[src/hdl/bsr_pkg.sv]
// ============================================================================
// bsr_pkg
// Shared types and constants for the BMP byte stream to RGBA converter.
// ============================================================================
`timescale 1ns / 1ps

package bsr_pkg;

  // Output coordinate width
  localparam int COORD_W = 12;

  // Parse phases
  typedef enum logic [2:0] {
    PH_HEADER,
    PH_SKIP,
    PH_PIXELS,
    PH_DONE,
    PH_ERROR
  } phase_t;

  // Result status codes
  localparam logic [1:0] ST_PIXEL     = 2'd0;
  localparam logic [1:0] ST_BAD_MAGIC = 2'd1;
  localparam logic [1:0] ST_BAD_SIZE  = 2'd2;

  // Header byte positions
  localparam logic [31:0] POS_MAGIC_LO  = 32'd0;
  localparam logic [31:0] POS_MAGIC_HI  = 32'd1;
  localparam logic [31:0] POS_OFS_FIRST = 32'd10;
  localparam logic [31:0] POS_OFS_LAST  = 32'd13;
  localparam logic [31:0] POS_WID_FIRST = 32'd18;
  localparam logic [31:0] POS_WID_LAST  = 32'd21;
  localparam logic [31:0] POS_HGT_FIRST = 32'd22;
  localparam logic [31:0] POS_HGT_LAST  = 32'd25;
  localparam logic [31:0] POS_BPP_LO    = 32'd28;
  localparam logic [31:0] POS_BPP_HI    = 32'd29;

  // Magic, depth and alpha constants
  localparam logic [7:0]  MAGIC_B      = 8'h42;
  localparam logic [7:0]  MAGIC_M      = 8'h4D;
  localparam logic [15:0] BPP_32       = 16'd32;
  localparam logic [7:0]  ALPHA_OPAQUE = 8'hFF;

  // Input item
  typedef struct packed {
    logic [7:0] data_byte;
    logic       file_start;
  } in_item_t;

  // Result item
  typedef struct packed {
    logic [31:0]        pixel_rgba;
    logic [COORD_W-1:0] pixel_column;
    logic [COORD_W-1:0] pixel_row;
    logic               last_pixel;
    logic [1:0]         status;
  } out_item_t;

endpackage

[src/hdl/bsr_parse.sv]
// ============================================================================
// bsr_parse
// Header parser and pixel assembler: one byte per step, at most one result.
// ============================================================================
`timescale 1ns / 1ps

module bsr_parse #(
  parameter int MAX_DIM = 4096
) (
  input  logic                clk,
  input  logic                rst_n,
  input  logic                step,
  input  bsr_pkg::in_item_t   item,
  input  logic                flip_rows,
  output logic                res_valid,
  output bsr_pkg::out_item_t  res
);

  localparam int DIM_W = $clog2(MAX_DIM + 1);
  localparam int EXT_W = (DIM_W > bsr_pkg::COORD_W) ? DIM_W : bsr_pkg::COORD_W;
  localparam logic [31:0] MAX_DIM_W32 = 32'(MAX_DIM);

  // State registers
  bsr_pkg::phase_t   phase_r, phase_nxt;
  logic [31:0]       pos_r, pos_nxt;
  logic [31:0]       offset_r, offset_nxt;
  logic [31:0]       width_r, width_nxt;
  logic [31:0]       height_r, height_nxt;
  logic              four_r, four_nxt;
  logic [23:0]       pbytes_r, pbytes_nxt;
  logic [1:0]        bip_r, bip_nxt;
  logic [1:0]        pad_r, pad_nxt;
  logic [DIM_W-1:0]  col_r, col_nxt;
  logic [DIM_W-1:0]  row_r, row_nxt;

  // State as seen by this byte (file_start clears first)
  bsr_pkg::phase_t   cur_phase;
  logic [31:0]       cur_pos, cur_offset, cur_width, cur_height;
  logic              cur_four;
  logic [23:0]       cur_pbytes;
  logic [1:0]        cur_bip, cur_pad;
  logic [DIM_W-1:0]  cur_col, cur_row;

  // Decode
  logic [7:0]        b;
  logic [1:0]        lane;
  logic [31:0]       lane_word;
  logic [31:0]       full_h;
  logic              bad_magic, bad_size;
  logic              skip_done, pix_active, pad_active, pix_more, pix_emit;
  logic [31:0]       pix_full;
  logic [DIM_W-1:0]  width_d, height_d;
  logic              col_wrap, pix_last;
  logic [DIM_W-1:0]  row_sel;
  logic [EXT_W-1:0]  row_ext, col_ext;

  // Cleared view and shared decode
  always_comb begin
    b          = item.data_byte;
    cur_phase  = item.file_start ? bsr_pkg::PH_HEADER : phase_r;
    cur_pos    = item.file_start ? 32'd0 : pos_r;
    cur_offset = item.file_start ? 32'd0 : offset_r;
    cur_width  = item.file_start ? 32'd0 : width_r;
    cur_height = item.file_start ? 32'd0 : height_r;
    cur_four   = item.file_start ? 1'b0 : four_r;
    cur_pbytes = item.file_start ? 24'd0 : pbytes_r;
    cur_bip    = item.file_start ? 2'd0 : bip_r;
    cur_pad    = item.file_start ? 2'd0 : pad_r;
    cur_col    = item.file_start ? '0 : col_r;
    cur_row    = item.file_start ? '0 : row_r;

    // Little-endian fields all start at a position whose low bits are 2
    lane      = cur_pos[1:0] - 2'd2;
    lane_word = {24'd0, b} << {lane, 3'b000};
    full_h    = cur_height | lane_word;

    bad_magic = (cur_phase == bsr_pkg::PH_HEADER) && (cur_pos == bsr_pkg::POS_MAGIC_HI) &&
                !((cur_pbytes == {16'd0, bsr_pkg::MAGIC_B}) && (b == bsr_pkg::MAGIC_M));
    bad_size  = (cur_phase == bsr_pkg::PH_HEADER) && (cur_pos == bsr_pkg::POS_HGT_LAST) &&
                ((cur_width == 32'd0) || (cur_width > MAX_DIM_W32) ||
                 (full_h == 32'd0) || (full_h > MAX_DIM_W32));

    // Pixel assembly
    skip_done  = (cur_pos >= cur_offset);
    pix_active = (cur_phase == bsr_pkg::PH_PIXELS) ||
                 ((cur_phase == bsr_pkg::PH_SKIP) && skip_done);
    pad_active = (cur_pad != 2'd0);
    pix_full   = {8'd0, cur_pbytes} | ({24'd0, b} << {cur_bip, 3'b000});
    pix_more   = cur_four ? (cur_bip != 2'd3) : (cur_bip != 2'd2);
    pix_emit   = pix_active && !pad_active && !pix_more;

    width_d  = cur_width[DIM_W-1:0];
    height_d = cur_height[DIM_W-1:0];
    col_wrap = (cur_col == width_d - DIM_W'(1));
    pix_last = col_wrap && (cur_row == height_d - DIM_W'(1));

    row_sel = flip_rows ? (height_d - DIM_W'(1) - cur_row) : cur_row;
    row_ext = EXT_W'(row_sel);
    col_ext = EXT_W'(cur_col);
  end

  // Next phase
  always_comb begin
    unique case (cur_phase)
      bsr_pkg::PH_HEADER: begin
        if (bad_magic || bad_size) phase_nxt = bsr_pkg::PH_ERROR;
        else if (cur_pos == bsr_pkg::POS_BPP_HI) phase_nxt = bsr_pkg::PH_SKIP;
        else phase_nxt = bsr_pkg::PH_HEADER;
      end
      bsr_pkg::PH_SKIP: begin
        if (!skip_done) phase_nxt = bsr_pkg::PH_SKIP;
        else if (pix_emit && pix_last) phase_nxt = bsr_pkg::PH_DONE;
        else phase_nxt = bsr_pkg::PH_PIXELS;
      end
      bsr_pkg::PH_PIXELS: begin
        phase_nxt = (pix_emit && pix_last) ? bsr_pkg::PH_DONE : bsr_pkg::PH_PIXELS;
      end
      bsr_pkg::PH_DONE:  phase_nxt = bsr_pkg::PH_DONE;
      bsr_pkg::PH_ERROR: phase_nxt = bsr_pkg::PH_ERROR;
      default:           phase_nxt = bsr_pkg::PH_HEADER;
    endcase
  end

  // Result item
  always_comb begin
    res       = '0;
    res_valid = step && (bad_magic || bad_size || pix_emit);
    priority if (bad_magic) begin
      res.status = bsr_pkg::ST_BAD_MAGIC;
    end else if (bad_size) begin
      res.status = bsr_pkg::ST_BAD_SIZE;
    end else begin
      // Stored order is B,G,R(,A); swap red and blue
      res.pixel_rgba   = {cur_four ? pix_full[31:24] : bsr_pkg::ALPHA_OPAQUE,
                          pix_full[7:0], pix_full[15:8], pix_full[23:16]};
      res.pixel_column = col_ext[bsr_pkg::COORD_W-1:0];
      res.pixel_row    = row_ext[bsr_pkg::COORD_W-1:0];
      res.last_pixel   = pix_last;
      res.status       = bsr_pkg::ST_PIXEL;
    end
  end

  // Next parse state
  always_comb begin
    pos_nxt    = cur_pos;
    offset_nxt = cur_offset;
    width_nxt  = cur_width;
    height_nxt = cur_height;
    four_nxt   = cur_four;
    pbytes_nxt = cur_pbytes;
    bip_nxt    = cur_bip;
    pad_nxt    = cur_pad;
    col_nxt    = cur_col;
    row_nxt    = cur_row;

    // Header fields
    if ((cur_phase == bsr_pkg::PH_HEADER) && !bad_magic && !bad_size) begin
      pos_nxt = cur_pos + 32'd1;
      if (cur_pos == bsr_pkg::POS_MAGIC_LO) pbytes_nxt = {16'd0, b};
      if ((cur_pos >= bsr_pkg::POS_OFS_FIRST) && (cur_pos <= bsr_pkg::POS_OFS_LAST))
        offset_nxt = cur_offset | lane_word;
      if ((cur_pos >= bsr_pkg::POS_WID_FIRST) && (cur_pos <= bsr_pkg::POS_WID_LAST))
        width_nxt = cur_width | lane_word;
      if ((cur_pos >= bsr_pkg::POS_HGT_FIRST) && (cur_pos <= bsr_pkg::POS_HGT_LAST))
        height_nxt = full_h;
      if (cur_pos == bsr_pkg::POS_BPP_LO) pbytes_nxt = {16'd0, b};
      if (cur_pos == bsr_pkg::POS_BPP_HI) begin
        four_nxt   = ({b, cur_pbytes[7:0]} == bsr_pkg::BPP_32);
        pbytes_nxt = 24'd0;
      end
    end

    // Skip up to the data offset, saturating
    if ((cur_phase == bsr_pkg::PH_SKIP) && !skip_done && (cur_pos != 32'hFFFF_FFFF))
      pos_nxt = cur_pos + 32'd1;

    // Pixel bytes, row padding, raster counters
    if (pix_active) begin
      if (pad_active) begin
        pad_nxt = cur_pad - 2'd1;
      end else if (pix_more) begin
        pbytes_nxt = pix_full[23:0];
        bip_nxt    = cur_bip + 2'd1;
      end else begin
        pbytes_nxt = 24'd0;
        bip_nxt    = 2'd0;
        if (col_wrap) begin
          col_nxt = '0;
          row_nxt = cur_row + DIM_W'(1);
          if (!cur_four) pad_nxt = cur_width[1:0];
        end else begin
          col_nxt = cur_col + DIM_W'(1);
        end
      end
    end
  end

  // State update on each accepted item
  always_ff @(posedge clk) begin
    if (!rst_n) begin
      phase_r  <= bsr_pkg::PH_HEADER;
      pos_r    <= '0;
      offset_r <= '0;
      width_r  <= '0;
      height_r <= '0;
      four_r   <= 1'b0;
      pbytes_r <= '0;
      bip_r    <= '0;
      pad_r    <= '0;
      col_r    <= '0;
      row_r    <= '0;
    end else if (step) begin
      phase_r  <= phase_nxt;
      pos_r    <= pos_nxt;
      offset_r <= offset_nxt;
      width_r  <= width_nxt;
      height_r <= height_nxt;
      four_r   <= four_nxt;
      pbytes_r <= pbytes_nxt;
      bip_r    <= bip_nxt;
      pad_r    <= pad_nxt;
      col_r    <= col_nxt;
      row_r    <= row_nxt;
    end
  end

endmodule

[src/hdl/bsr_outbuf.sv]
// ============================================================================
// bsr_outbuf
// Output register with a one-item skid stage behind it.
// ============================================================================
`timescale 1ns / 1ps

module bsr_outbuf (
  input  logic               clk,
  input  logic               rst_n,
  input  logic               push,
  input  bsr_pkg::out_item_t push_item,
  output logic               in_ready,
  output logic               out_valid,
  input  logic               out_ready,
  output bsr_pkg::out_item_t out_data
);

  logic               out_valid_r, out_valid_nxt;
  logic               skid_valid_r, skid_valid_nxt;
  bsr_pkg::out_item_t out_r, out_nxt;
  bsr_pkg::out_item_t skid_r, skid_nxt;
  logic               drain;

  assign in_ready  = !skid_valid_r;
  assign out_valid = out_valid_r;
  assign out_data  = out_r;

  // Output slot frees when empty or taken; skid item goes first
  always_comb begin
    drain          = !out_valid_r || out_ready;
    out_valid_nxt  = out_valid_r;
    out_nxt        = out_r;
    skid_valid_nxt = skid_valid_r;
    skid_nxt       = skid_r;
    if (drain) begin
      if (skid_valid_r) begin
        out_valid_nxt  = 1'b1;
        out_nxt        = skid_r;
        skid_valid_nxt = push;
        skid_nxt       = push_item;
      end else begin
        out_valid_nxt  = push;
        out_nxt        = push_item;
      end
    end else if (push) begin
      skid_valid_nxt = 1'b1;
      skid_nxt       = push_item;
    end
  end

  // Valid flags
  always_ff @(posedge clk) begin
    if (!rst_n) begin
      out_valid_r  <= 1'b0;
      skid_valid_r <= 1'b0;
    end else begin
      out_valid_r  <= out_valid_nxt;
      skid_valid_r <= skid_valid_nxt;
    end
  end

  // Payload
  always_ff @(posedge clk) begin
    out_r  <= out_nxt;
    skid_r <= skid_nxt;
  end

endmodule

[src/hdl/bmp_stream_to_rgba.sv]
// ============================================================================
// bmp_stream_to_rgba
// BMP byte stream to RGBA pixel converter (24/32-bit, optional row flip).
// ============================================================================
//
//  channel | signals                          | item
//  --------+----------------------------------+-------------------------------
//  in      | in_valid, in_ready, in_data      | one file byte + start flag
//  out     | out_valid, out_ready, out_data   | pixel or error status
//  cfg     | cfg_valid, cfg_ready, cfg_flip_rows | flip_rows register write
//
//  One byte per cycle while in_ready is high; each result is registered.
//  All per-byte work is the parser's single stage into the output register.
//  Reset (rst_n low, synchronous) clears parse state and flip_rows.
//  A one-item skid stage keeps in_ready high while one result waits; in_ready
//  drops only when both output register and skid stage hold items.
//
`timescale 1ns / 1ps

module bmp_stream_to_rgba #(
  parameter int MAX_DIM = 4096
) (
  input  logic               clk,
  input  logic               rst_n,
  input  logic               in_valid,
  output logic               in_ready,
  input  bsr_pkg::in_item_t  in_data,
  output logic               out_valid,
  input  logic               out_ready,
  output bsr_pkg::out_item_t out_data,
  input  logic               cfg_valid,
  output logic               cfg_ready,
  input  logic               cfg_flip_rows
);

  logic               flip_rows_r;
  logic               step;
  logic               res_valid;
  bsr_pkg::out_item_t res;

  assign cfg_ready = 1'b1;
  assign step      = in_valid && in_ready;

  // Configuration register
  always_ff @(posedge clk) begin
    if (!rst_n) begin
      flip_rows_r <= 1'b0;
    end else if (cfg_valid && cfg_ready) begin
      flip_rows_r <= cfg_flip_rows;
    end
  end

  bsr_parse #(
    .MAX_DIM (MAX_DIM)
  ) u_parse (
    .clk       (clk),
    .rst_n     (rst_n),
    .step      (step),
    .item      (in_data),
    .flip_rows (flip_rows_r),
    .res_valid (res_valid),
    .res       (res)
  );

  bsr_outbuf u_outbuf (
    .clk       (clk),
    .rst_n     (rst_n),
    .push      (res_valid),
    .push_item (res),
    .in_ready  (in_ready),
    .out_valid (out_valid),
    .out_ready (out_ready),
    .out_data  (out_data)
  );

endmodule

[config.mk]
export PLATFORM = sky130hd
export DESIGN_NAME = bmp_stream_to_rgba
export DESIGN_NICKNAME = d
export VERILOG_FILES = /design/src/hdl/bsr_pkg.sv /design/src/hdl/bsr_parse.sv /design/src/hdl/bsr_outbuf.sv /design/src/hdl/bmp_stream_to_rgba.sv
export SDC_FILE = /design/constraint.sdc
export NUM_CORES = 1
export LEC_CHECK = 0
export BUFFER_PORTS_ARGS = -buffer_cell sky130_fd_sc_hd__buf_2
export CELL_PAD_IN_SITES_DETAIL_PLACEMENT = 0
export CELL_PAD_IN_SITES_GLOBAL_PLACEMENT = 1
export CORE_MARGIN = 8
export CORE_UTILIZATION = 48
export DETAILED_ROUTE_END_ITERATION = 6
export GPL_ROUTABILITY_DRIVEN = 1
export PLACE_DENSITY = 0.82
export SLEW_MARGIN = 5
export SYNTH_ARGS = -nofsm -noshare
export SYNTH_HDL_FRONTEND = slang
export SYNTH_SLANG_ARGS = --single-unit
[constraint.sdc]
create_clock -name clk -period 8.58 [get_ports clk]
set_clock_uncertainty 0.1 [all_clocks]
set_input_delay 1.287 -clock clk [delete_from_list [all_inputs] [get_ports clk]]
set_output_delay 1.287 -clock clk [all_outputs]
set_load 0.1 [all_outputs]
Yosys cells after proc, flatten, opt, wreduce, memory -nomap -nowiden
Cells that the tools add are included.
{"block": "word_totals", "out_inout_bits": 62, "ff_bits": 307, "inputBits": 15, "word_cells": 170}
{"block": "classes", "n_eq_ne": 17, "n_lt_le_gt_ge": 9, "addsub": 9, "n_mux": 64, "n_shift": 2, "reduce_logical": 41, "bitwise_logic": 4}
{"operator": "$mux 32", "n": 12}
{"operator": "$mux 59", "n": 4}
{"operator": "$mux 24", "n": 8}
{"operator": "$mux 13", "n": 10}
{"operator": "$mux 57", "n": 2}
{"operator": "$eq 32x5->1 const B", "n": 3}
{"operator": "$logic_not 32->1", "n": 3}
{"operator": "$or 32x32->32", "n": 3}
{"operator": "$ge 32x5->1 const B", "n": 2}
{"operator": "$gt 32x13->1 const B", "n": 2}
{"operator": "$le 32x5->1 const B", "n": 2}
{"operator": "$shl 8x5->32", "n": 2}
{"operator": "$add 32x1->32 const B", "n": 1}
{"operator": "$eq 32x1->1 const B", "n": 1}
{"operator": "$ge 32x32->1", "n": 1}
{"operator": "$ge 32x4->1 const B", "n": 1}
{"operator": "$le 32x4->1 const B", "n": 1}
{"operator": "$ne 32x32->1 const B", "n": 1}
{"operator": "$or 24x32->32", "n": 1}
{"operator": "$add 13x1->13 const B", "n": 2}
{"operator": "$eq 13x13->1", "n": 2}
{"operator": "$sub 13x1->13 const B", "n": 2}
{"operator": "$eq 24x7->1 const B", "n": 1}
{"operator": "$mux 2", "n": 12}
{"operator": "other kinds (22)", "n": 67}

Depth between registers and ports, before layout
{"block": "logic_depth", "depth_word": 13, "ltp_mapped": 24, "depth_no_buf": 16}

Modules after synthesis
A second synthesis with hierarchy kept.
{"block": "unflattened", "hier_cells": 1744, "hier_area_um2": 16452.0}
{"module": "bsr_parse", "instances": 1, "cells_each": 1543, "seq_area_each_um2": 3723.6, "area_per_inst_um2": 11761.3}
{"module": "bsr_outbuf", "instances": 1, "cells_each": 195, "seq_area_each_um2": 3583.4, "area_per_inst_um2": 4636.9}
{"module": "bmp_stream_to_rgba", "instances": 1, "cells_each": 6, "seq_area_each_um2": 20.0, "area_per_inst_um2": 53.8}

Least setup slack after synthesis
No wires, ideal clock.
{"block": "synth_path", "path_type": "input port to flip-flop", "startpoint": "input in_data[0] in the netlist's numbering", "endpoint": "register u_outbuf.skid_r[0] in the netlist's numbering, enable pin", "arrival_ns": 5.824, "required_time_ns": 7.823, "path_stages": 20, "setup_ns": 0.657, "path_buffers": 9, "slack_ns": 1.999, "cell_sequence": "buf_2 buf_4 buf_4 buf_2 buf_2 buf_1 clkbuf_1 clkbuf_1 nor2b_1 ha_1 a21o_1 a211o_1 a221o_1 a21oi_1 o21ai_1 and3_1 clkbuf_1 o21a_1 nand2_1 nand2_1"}
{"block": "synth_via", "elab_chain_len": 13, "elab_cells_between_ends": 47, "classes_between": "add/sub (1); order compare (3); eq/ne (7); shift (1); mux (10); bitwise (1); reduce/logical (24)"}
{"element": "start: declaration", "line_no": "bmp_stream_to_rgba.sv:27", "rtl": "input bsr_pkg::in_item_t in_data,"}
{"element": "parallel branches: the longest is 9 deep, another holds $gt 32x13->1"}
{"element": "$logic_or 1x1->1 (*)", "line_no": "bsr_parse.sv:127", "rtl": "res_valid = step && (bad_magic || bad_size || pix_emit);"}
{"element": "$logic_and 1x1->1 (*)", "line_no": "bsr_parse.sv:127"}
{"element": "$reduce_bool 2->1 (no line) (*)"}
{"element": "$reduce_and 2->1 (no line) (*)"}
{"element": "end signal: assignment", "line_no": "bsr_outbuf.sv:65", "rtl": "skid_r <= skid_nxt;"}
{"element": "end: declaration", "line_no": "bsr_outbuf.sv:21", "rtl": "bsr_pkg::out_item_t skid_r, skid_nxt;"}
Mark *: on every way between the ends.
A chain may end at the register's enable or synchronous reset.

Final worst setup path
{"block": "layout_path", "startpoint": "input in_data[0] in the netlist's numbering", "endpoint": "register u_outbuf.skid_r[20] in the netlist's numbering, enable pin"}
Same word-level chain as after synthesis.

==> reports/metrics.csv <==
stage,metric,value,unit
floorplanning,die_w,198.9,um
setup_path,r2r-end,u_outbuf.skid_r[20]$_DFFE_PP_,
setup_path,rrSetupSlack,3.81,ns
synth,async_flop_share,0,%
synth,yosys_register_bits,307,
synth,yosysTopAreaCellShare,23.56,%
place,dp_slack,2.365,ns
sta,setup_tns,0,ns
setup_path,worst_setup_path_end_kind,flip-flop,
synth,synth_top_area_cell,dfxtp_1,
route,wl_per_cell,19.11,um
floorplanning,row_count,67,
setup_path,cp.arrival,5.85,ns
clocking,cts_buffer_depth,3,
setup_path,path_class,primary input to flip-flop,
place,io_buffer_count,75,
global_routing,grt_pass1_vias,12510,
setup_path,worstRegToRegCells,11,
global_routing,grtUsageTotal,22.17,%
route,via_per_inst,5.810,
power_and_ir_drop,power.density,189.7,nW/um^2
place,gp_congestion,0.8877,
sta,finalCritPeriodShare,67.18,%
synth,synth_edf_count,118,
clocking,ctsHoldBuffers,0,
job,cap_violations,0,
sta,finalMaxSlewViolations,0,
clocking,cts_buffers,36,
route,dr.pass1.iters,5,
setup_path,crit_start,in_data[0],
synth,syn_inst,1822,
floorplanning,core,33280,sq um
place,placed_cell_area,16610,sq um
floorplanning,die_area,39570,sq um
layout,final_util,53.50,%
synth,synth_cell_type_count,88,
route,num_vias,13360,
clocking,cts_tree,built,
global_routing,grt_pass1_wl,70.29,mm
sta,fin_ws,2.816,ns
power_and_ir_drop,p_leak,0.006497,uW
run_status,status,"finished, final reports clean",
synth,syn_area_per_cell,8.815,sq um
synth,yosysWarnings,0,
layout,fin_area,17800,sq um
hold_path,holdPathStages,2,
sta,timing.slew.headroom,19.04,%
clocking,insertion_delay,0.53,ns
sta,min_period,5.764,ns
setup_path,rr_startpoint,u_parse.pos_r[1]$_SDFFE_PN0P_,
global_routing,grt_max_degree,99,
sta,timing_hold_violations_final,0,
synth,synth_area,16060,sq um
sta,worst_pin_slew,1.205,ns
synth,yosysSeqAreaShare,45.62,%
setup_path,cp_max_fo,49,
sta,timing.fmax,173.5,MHz
setup_path,cp.required,8.66,ns
layout,antennaDiodeCount,0,
layout,area_delta_synth_final,10.86,%
synth,syn_nets,1891,
global_routing,grt_antenna_before_repair,0,
floorplanning,initial_core_util,48.26,%
route,drc,0,
clocking,root_buffer,clkbuf_16,
clocking,cts_setup_buffers,0,
synth,synth_area_leaders,"dfxtp_1 24%, edfxtp_1 22%, nand2_1 8.3%, ha_1 4.1%, nor2_1 3.7%",
sta,whs,0.3494,ns
power_and_ir_drop,ir_drop,0.1288,mV
floorplanning,io_pins,77,
sta,rsz0062_at_grt,false,
clocking,ctsResizeCount,0,
clocking,htreeDepth,2,
layout,drive_gt1_share,10.96,%
route,dr.first_iter.drc_count,1123,
setup_path,start_kind,primary input,
route,ant_nets,0,
floorplanning,die_y,198.9,um
sta,setup_viol,0,
global_routing,grt_overflow,0,
setup_path,crit_end,u_outbuf.skid_r[20]$_DFFE_PP_,
synth,synthFlopType,dfxtp_1,
clocking,clock_sinks,307,
clocking,clk_pin_slew_worst_paths,0.06,ns
place,place_hpwl,29.97,mm
hold_path,hold_path_class,flip-flop to flip-flop,
route,wl,43.95,mm
layout,layout.nets,1898,
[state kept, by name (all words and copies together) (netlist names)]
| register | cells |
|---|---|
| u_parse.pad_r | 2 |
| u_outbuf.skid_valid_r | 1 |
| u_parse.height_r | 32 |
| u_parse.four_r | 1 |
| u_parse.row_r | 13 |
| u_parse.phase_r | 3 |
| u_parse.pbytes_r | 24 |
| u_parse.width_r | 32 |
| u_outbuf.out_valid | 1 |
| u_parse.offset_r | 32 |
| u_parse.pos_r | 32 |
| u_parse.bip_r | 2 |
| flip_rows_r | 1 |
| u_outbuf.skid_r | 59 |
| u_outbuf.out_data | 59 |
| u_parse.col_r | 13 |
[per-layer routing]
layer  vias to the layer above  share of wire, %  GRT usage [%]
met5                         -                 0              0
met4                         0               2.0          6.149
met3                        62               6.0          3.400
met2                       414                45          34.94
met1                      6340                47          31.24
li1                       6547                 -              -
[report_power, final]
part           internal, uW  total (uW)  switching [uW]
Combinational          43.3         273             229
Sequential             1530        1540            10.5
Clock                   963        1560             600
[critical path, stage by stage]
cell	delay (ns)
buf_4	0.44
inv_2	0.49
nand2_1	0.33
inv_1	0.11
ha_1	0.31
nand4_1	0.10
nor2_1	0.14
and4_1	0.20
a21oi_1	0.10
o21ai_1	0.25
and3_1	0.65
o21a_1	0.20
nand2_1	0.06
nand2_2	0.64
buf_4	0.44
[cell families (layout without fill, tap and decap cells)]
| kind of cell | after synthesis | in the layout | share of synthesized area (%) |
|---|---|---|---|
| AO/OA/AOI/OAI | 403 | 403 | 16.37 |
| XOR/XNOR | 57 | 57 | 3.108 |
| adder cells (fa/ha/maj) | 54 | 54 | 4.254 |
| buffers and inverters | 144 | 174 | 3.802 |
| flip-flops | 307 | 307 | 45.62 |
| multiplexers | 28 | 28 | 1.862 |
| other | 1 | 1 | 0.02335 |
| AND/OR/NAND/NOR | 828 | 828 | 24.96 |
[cell usage after synthesis (all sizes together) (22+ instances only)]
cell,count
nor2b,44
a22oi,24
buf,45
and3,22
o31ai,53
nor3,46
a21oi,80
nand4,33
a22o,23
inv,24
o21ai,140
clkbuf,74
xor2,31
nor2,159
dfxtp,189
ha,53
nand3,46
edfxtp,118
nor4,41
xnor2,26
nand2,358
[area by class of cell]
class                      instances  area (sq um)
clock buffer                      46         989.7
clock inverter                    15         205.2
fill                            3076         15480
inverter                          25         93.84
multi-input combinational       1371          8152
sequential                       307          7328
tap                              448         560.5
timing repair buffer              88         475.5
[through the flow]
| step | instances | total power, uW |
|---|---|---|
| 5_1_grt | 2300 | 3468 |
| 6_report | 2300 | 3377 |
| 3_5_place_dp | 2239 | 1843 |
| 2_1_floorplan | 1822 | 1788 |
| 3_3_place_gp | 2239 | 1842 |
| 4_1_cts | 2300 | 3401 |
[layout by cell type, fill, tap and decap left out, types with 45 or more instances in the layout]
cell,instances
nand2_1,355
dfxtp_1,188
nor2_1,157
edfxtp_1,118
o21ai_0,87
a21oi_1,78
buf_2,74
ha_1,53
o31ai_1,52
o21ai_1,51
nand3_1,45
[worst min path at each step]
stage | slack, ns | startpoint | to
2_1_floorplan | 0.32 | u_parse.offset_r[0]$_SDFFE_PN0P_ | u_parse.offset_r[0]$_SDFFE_PN0P_
3_3_place_gp | 0.34 | u_parse.width_r[31]$_SDFFE_PN0P_ | u_parse.width_r[31]$_SDFFE_PN0P_
3_5_place_dp | 0.34 | u_parse.width_r[29]$_SDFFE_PN0P_ | u_parse.width_r[29]$_SDFFE_PN0P_
4_1_cts | 0.35 | u_parse.width_r[29]$_SDFFE_PN0P_ | u_parse.width_r[29]$_SDFFE_PN0P_
5_1_grt | 0.37 | u_parse.width_r[18]$_SDFFE_PN0P_ | u_parse.width_r[18]$_SDFFE_PN0P_
6_report | 0.35 | u_parse.width_r[30]$_SDFFE_PN0P_ | u_parse.width_r[30]$_SDFFE_PN0P_
No activity file was read; power rests on OpenSTA's default activity.
